## src/hw/rtl/wsa_pkg.sv

```systemverilog
`default_nettype none
package wsa_pkg;

   localparam int NumSeriesDefault = 16;
   localparam int SeriesWidth = 4;

   localparam logic [26:0] MaxWindowMs = 27'd86400000;
   localparam logic [26:0] RampStartMs = 27'd5000;
   localparam logic [26:0] ResetWindowMs = 27'd60000;
   localparam logic [26:0] RampStepMs = 27'd2000;

   localparam logic [2:0] CmdSample = 3'd0;
   localparam logic [2:0] CmdCheck = 3'd1;
   localparam logic [2:0] CmdSetWindow = 3'd2;
   localparam logic [2:0] CmdClear = 3'd3;
   localparam logic [2:0] CmdRampTick = 3'd4;

   localparam logic [0:0] RegDefaultWindow = 1'd0;
   localparam logic [0:0] RegFastStart = 1'd1;

   typedef struct packed {
      logic [2:0] cmd;
      logic [3:0] series;
      logic signed [31:0] value;
      logic [31:0] now;
      logic [26:0] duration;
   } req_type;

   typedef struct packed {
      logic [3:0] report_series;
      logic [31:0] open_time;
      logic [31:0] close_time;
      logic signed [31:0] minimum;
      logic signed [31:0] maximum;
      logic signed [31:0] average;
      logic [31:0] sample_count;
      logic last;
   } rsp_type;

   // divider request/result
   typedef struct packed {
      logic start;
      logic signed [63:0] dividend;
      logic [31:0] divisor;
   } div_req_type;

   typedef struct packed {
      logic busy;
      logic done;
      logic signed [31:0] quotient;
   } div_rsp_type;

   function automatic logic [63:0] sat_add64(input logic [63:0] a, input logic [63:0] b);
      logic [63:0] s;
      s = a + b;
      if (!a[63] && !b[63] && s[63]) sat_add64 = {1'b0, {63{1'b1}}};
      else if (a[63] && b[63] && !s[63]) sat_add64 = {1'b1, 63'd0};
      else sat_add64 = s;
   endfunction

endpackage
`default_nettype wire

```

## src/hw/rtl/wsa_divider.sv

```systemverilog
`default_nettype none
// restoring divider, one quotient bit per cycle, result saturated to 32 bits
module wsa_divider (
   input  wire logic                  clock,
   input  wire logic                  reset,
   input  wire wsa_pkg::div_req_type  div_req,
   output wsa_pkg::div_rsp_type       div_rsp
);
   logic [6:0] cnt_ff, cnt_in;
   logic busy_ff, busy_in, done_ff, done_in;
   logic neg_ff, neg_in;
   logic [63:0] quo_ff, quo_in;
   logic [63:0] rem_ff, rem_in;
   logic [31:0] den_ff, den_in;
   logic [64:0] trial;
   logic [63:0] mag;
   logic signed [64:0] sq;

   always_comb begin
      cnt_in = cnt_ff;
      busy_in = busy_ff;
      done_in = 1'b0;
      neg_in = neg_ff;
      quo_in = quo_ff;
      rem_in = rem_ff;
      den_in = den_ff;
      trial = {rem_ff, quo_ff[63]} - {33'd0, den_ff};
      mag = div_req.dividend[63] ? (~div_req.dividend + 64'd1) : div_req.dividend;
      if (div_req.start) begin
         busy_in = 1'b1;
         cnt_in = 7'd0;
         neg_in = div_req.dividend[63];
         quo_in = mag;
         rem_in = 64'd0;
         den_in = div_req.divisor;
      end else if (busy_ff) begin
         if (!trial[64]) begin
            rem_in = trial[63:0];
            quo_in = {quo_ff[62:0], 1'b1};
         end else begin
            rem_in = {rem_ff[62:0], quo_ff[63]};
            quo_in = {quo_ff[62:0], 1'b0};
         end
         cnt_in = cnt_ff + 7'd1;
         if (cnt_ff == 7'd63) begin
            busy_in = 1'b0;
            done_in = 1'b1;
         end
      end
   end

   always_ff @(posedge clock) begin
      if (reset) begin
         busy_ff <= 1'b0;
         done_ff <= 1'b0;
         cnt_ff <= 7'd0;
      end else begin
         busy_ff <= busy_in;
         done_ff <= done_in;
         cnt_ff <= cnt_in;
      end
      neg_ff <= neg_in;
      quo_ff <= quo_in;
      rem_ff <= rem_in;
      den_ff <= den_in;
   end

   always_comb begin
      sq = neg_ff ? -$signed({1'b0, quo_ff}) : $signed({1'b0, quo_ff});
      div_rsp.busy = busy_ff;
      div_rsp.done = done_ff;
      if (den_ff == 32'd0) div_rsp.quotient = 32'sd0;
      else if (sq > 65'sh7FFFFFFF) div_rsp.quotient = 32'h7FFFFFFF;
      else if (sq < -65'sh80000000) div_rsp.quotient = 32'h80000000;
      else div_rsp.quotient = sq[31:0];
   end

`ifndef SYNTH
   a_done_after_busy: assert property (@(posedge clock) disable iff (reset)
      div_rsp.done |-> $past(busy_ff)) else $error("done without busy");
   a_no_start_busy: assert property (@(posedge clock) disable iff (reset)
      div_req.start |-> !busy_ff) else $error("start while busy");
   a_done_clears: assert property (@(posedge clock) disable iff (reset)
      div_rsp.done |-> !busy_ff) else $error("done while busy");
`endif
endmodule
`default_nettype wire

```

## config.mk

```make
export PLATFORM = sky130hd
export DESIGN_NAME = wsa_divider
export DESIGN_NICKNAME = d
export VERILOG_FILES = /design/src/hw/rtl/wsa_pkg.sv /design/src/hw/rtl/wsa_divider.sv
export SDC_FILE = /design/constraint.sdc
export NUM_CORES = 1
export LEC_CHECK = 0
export BUFFER_PORTS_ARGS = -buffer_cell sky130_fd_sc_hd__buf_4
export CORE_UTILIZATION = 28
export CTS_BUF_LIST = sky130_fd_sc_hd__clkbuf_4 sky130_fd_sc_hd__clkbuf_8
export CTS_CLUSTER_SIZE = 30
export DETAILED_ROUTE_END_ITERATION = 16
export HOLD_SLACK_MARGIN = 0.02
export REMOVE_ABC_BUFFERS = 1
export SLEW_MARGIN = 10
export SYNTH_ARGS = -nofsm -noshare
export SYNTH_HDL_FRONTEND = slang
export SYNTH_SLANG_ARGS = --single-unit
```

## constraint.sdc

```tcl
create_clock -name clock -period 14 [get_ports clock]
set_input_delay 2.8 -clock clock [delete_from_list [all_inputs] [get_ports clock]]
set_output_delay 2.8 -clock clock [all_outputs]
set_load 0.01 [all_outputs]
```

==> results.md <==
- Post-Synthesis Cells: approximately 1,500
- Clock share of power: 26.4%
- Die span in y: about 210 um
- Final Util: around a third
- Combinational power share: 29.6%
- WP data required: 11.20 ns
- Dpl cells: between 2,000 and 2,500
- Max Slew Vio Count: 0
- Vias in the first global route: 10,800
- Max rail drop VDD: 0.0560 mV
- Initial Util: approximately 28%
- First-pass GRT wire length: 58.9 mm
- Via/cell ratio: ~5.3
- Number of synthesized flops with an enable pin: 97
- Adder-cell share of the synthesized area: 3.64%
- Post-synth cell types: 76
- Gr ovfl total: 0
- Post-cts resize count: 0
- PortBufs: 132
- Commonest non-fill, non-tap cell in the layout: nor2_1
- P_leak: 5.35 nW
- Async SR Flop Fraction: 0%
- Cts bufs inserted: 17
- GRT Resource Usage Total: 15.9%
- RD Place Congestion: slightly below 0.9
- Setup Fix Bufs, Post-CTS: 0
- Clock latency on the worst-skew pair: ~0.51 ns
- Fill cell count: 4,749
- Max-cap violations: 0
- # clock sinks: 170
- Synth Area in Simple Gates: roughly 23%
- Clk slew on worst S/H paths: 0.11 ns
- Largest net degree at the start of global routing: 94
- Critical Path Sink Type: primary output
- Post-synthesis compound-gate area fraction: 21.3%
- CTS Buffer Depth: 2
- Synth Area in XOR/XNOR: 11.0%
- Core Area: 44,300 sq um
- Final ANT Viol Nets: 0
- Main combinational cell family by area after synthesis: simple AND/OR/NAND/NOR gates
- DR pass1 iterations: 7
- Part of the cycle the worst path needs: 59.0%
- CTS H-Tree Depth: 4
- Layout cells sized above 1: 13.0%
- Crit path kind: reg -> out
- Critical path fanouts, max: 31
- Die area: 45,800 sq um
- Post-Layout Cell Count: 2,195
- Mux contribution to synthesized area: under 10%
- Status: finished, final reports clean
- Die Wd: 214 um
- Cts hold-fix bufs: 0
- Final setup vio count: 0
- ANT cells: 0
- Synth Register Bits: 170
- Unrepaired setup endpoints after global routing: false
- Pwr Total: 1.48 mW
- Root buf cell: clkbuf_8
- I/O pin cnt: 133
- Relative slew margins: ~24%
- Cell Rows: 77
- Startpoint Class: flop
- Sw power: 0.528 mW
- Area Overhead vs Synth: 14.4%
- Syn_area_per_cell: 8.24 sq um
- Yosys warning total: 0
- Average wire per standard cell: 16.8 um
- Dpl hpwl: between 20 and 30 mm
- DRT iter0 DRCs: 825
- Cell area after synthesis: 12,600 sq um
- Ys flop type: edfxtp_1
- Sequential Power Share: a little over two fifths
- Via count: roughly 12,000
- Total Wirelength: approximately 37 mm
- Nets: 1,725
- Post-synthesis sequential area ratio: 34.8%
- Most frequent cells in the layout: 169 x nor2_1, 141 x buf_4, 136 x nand2_1
- Fmax: 121 MHz
- PD cells: between 100 and 150 nW/um^2
- Internal cell power: around 0.95 mW
- CTS tree: built
- Initial antenna violation count: 1
- Minimum clock period: between 8 and 9 ns
- Fin. Hold Viols: 0
- Total negative slack: 0 ns
- Worst Path Arrival: 5.46 ns
- Hold Path Class: reg -> reg
- Worst-margin pin slew: around 1.1 ns
- Worst Skew: 0.0199 ns
- Switching fraction of total power: between 30% and 40%
- DRC viols: 0
==> stage by stage <==
step                      setup slack, ns  hold WS, ns  area [sq um]
final                                5.74        0.495         14400
after global routing                 5.40        0.518         14400
after CTS                            5.69        0.494         14400
after detailed placement             6.29        0.482         14000
after global placement               6.45        0.466         14000
after floorplan                      6.32        0.453         12100
==> kinds of logic after synthesis <==
family	after synthesis
xor+xnor	158
flops	170
buf+inv	153
compound gates	416
simple gates	582
mux	13
fa+ha+maj	36
==> state kept, by name, indices dropped and copies added (netlist names) <==
signal / cells
rem_ff: 64
neg_ff: 1
quo_ff: 64
done_ff: 1
busy_ff: 1
cnt_ff: 7
den_ff: 32
==> cell type report <==
cell class,count,area [sq um],area share (%)
Timing Repair Buffer,142,1070,7.43
Clock buffer,18,241,1.68
Multi-Input combinational cell,1205,7580,52.7
Inverter,54,203,1.41
Clock inverter,14,188,1.30
Sequential cell,170,4380,30.4
Tap cell,592,741,5.14
==> final timing paths <==
kind | from | to | slack, ns | cells past startpoint
setup reg to reg | quo_ff[63] | rem_ff[49] | 9.20 | 14
hold reg to reg | rem_ff[24] | rem_ff[24] | 0.50 | 2
setup / recovery | quo_ff[11] | div_rsp[29] | 5.74 | 12
hold / removal | rem_ff[24] | rem_ff[24] | 0.50 | 2
==> Yosys cell counts, types with 15 or more instances <==
| cell type | n | area share (%) |
|---|---|---|
| nand3_1 | 37 | 1.5 |
| o21ai_0 | 76 | 3.0 |
| a21oi_1 | 117 | 4.7 |
| a311oi_1 | 21 | 1.5 |
| clkbuf_1 | 83 | 2.5 |
| nand2_1 | 136 | 4.1 |
| o31ai_1 | 38 | 2.3 |
| or4_1 | 24 | 1.4 |
| xnor2_1 | 41 | 2.9 |
| nor3_1 | 31 | 1.2 |
| ha_1 | 35 | 3.5 |
| nor4_1 | 35 | 1.7 |
| edfxtp_1 | 97 | 23 |
| o41ai_1 | 22 | 1.5 |
| o21ai_1 | 29 | 1.2 |
| nand4_1 | 18 | 0.89 |
| xor2_1 | 117 | 8.1 |
| a211oi_1 | 22 | 1.3 |
| dfxtp_1 | 73 | 12 |
| nor2_1 | 170 | 5.1 |
| inv_1 | 54 | 1.6 |
| nand2b_1 | 15 | 0.75 |
| a21o_1 | 19 | 1.1 |
| or3_1 | 40 | 2.0 |
==> per-layer routing <==
layer | up-vias | track usage (%) | share of wire, %
li1 | 5732 | - | -
met1 | 5442 | 21.4 | 46
met2 | 316 | 26.2 | 48
met3 | 38 | 3.04 | 4.8
met4 | 0 | 3.72 | 1.1
met5 | - | 0 | 0
==> power groups by stage <==
stage,Combinational (mW),Sequential [mW],Clock (mW)
final,0.439,0.652,0.391
after global placement,0.433,0.661,0
after global routing,0.492,0.661,0.421
after detailed placement,0.436,0.662,0
after CTS,0.440,0.651,0.401
after floorplan,0.296,0.646,0
==> worst max-delay path, cell delays in order, from the launching register on <==
cell and delay (ns):
edfxtp_1 0.46, or4_4 0.59, or3_2 0.49, or4_1 0.81
or4_1 0.57, o21ai_0 0.23, nor3b_1 0.22, a41oi_1 0.08
a2111oi_0 0.47, nand4_1 0.18, nand2_2 0.47, o21ai_1 0.18
buf_4 0.19
No activity file was read; power rests on OpenSTA's default activity.
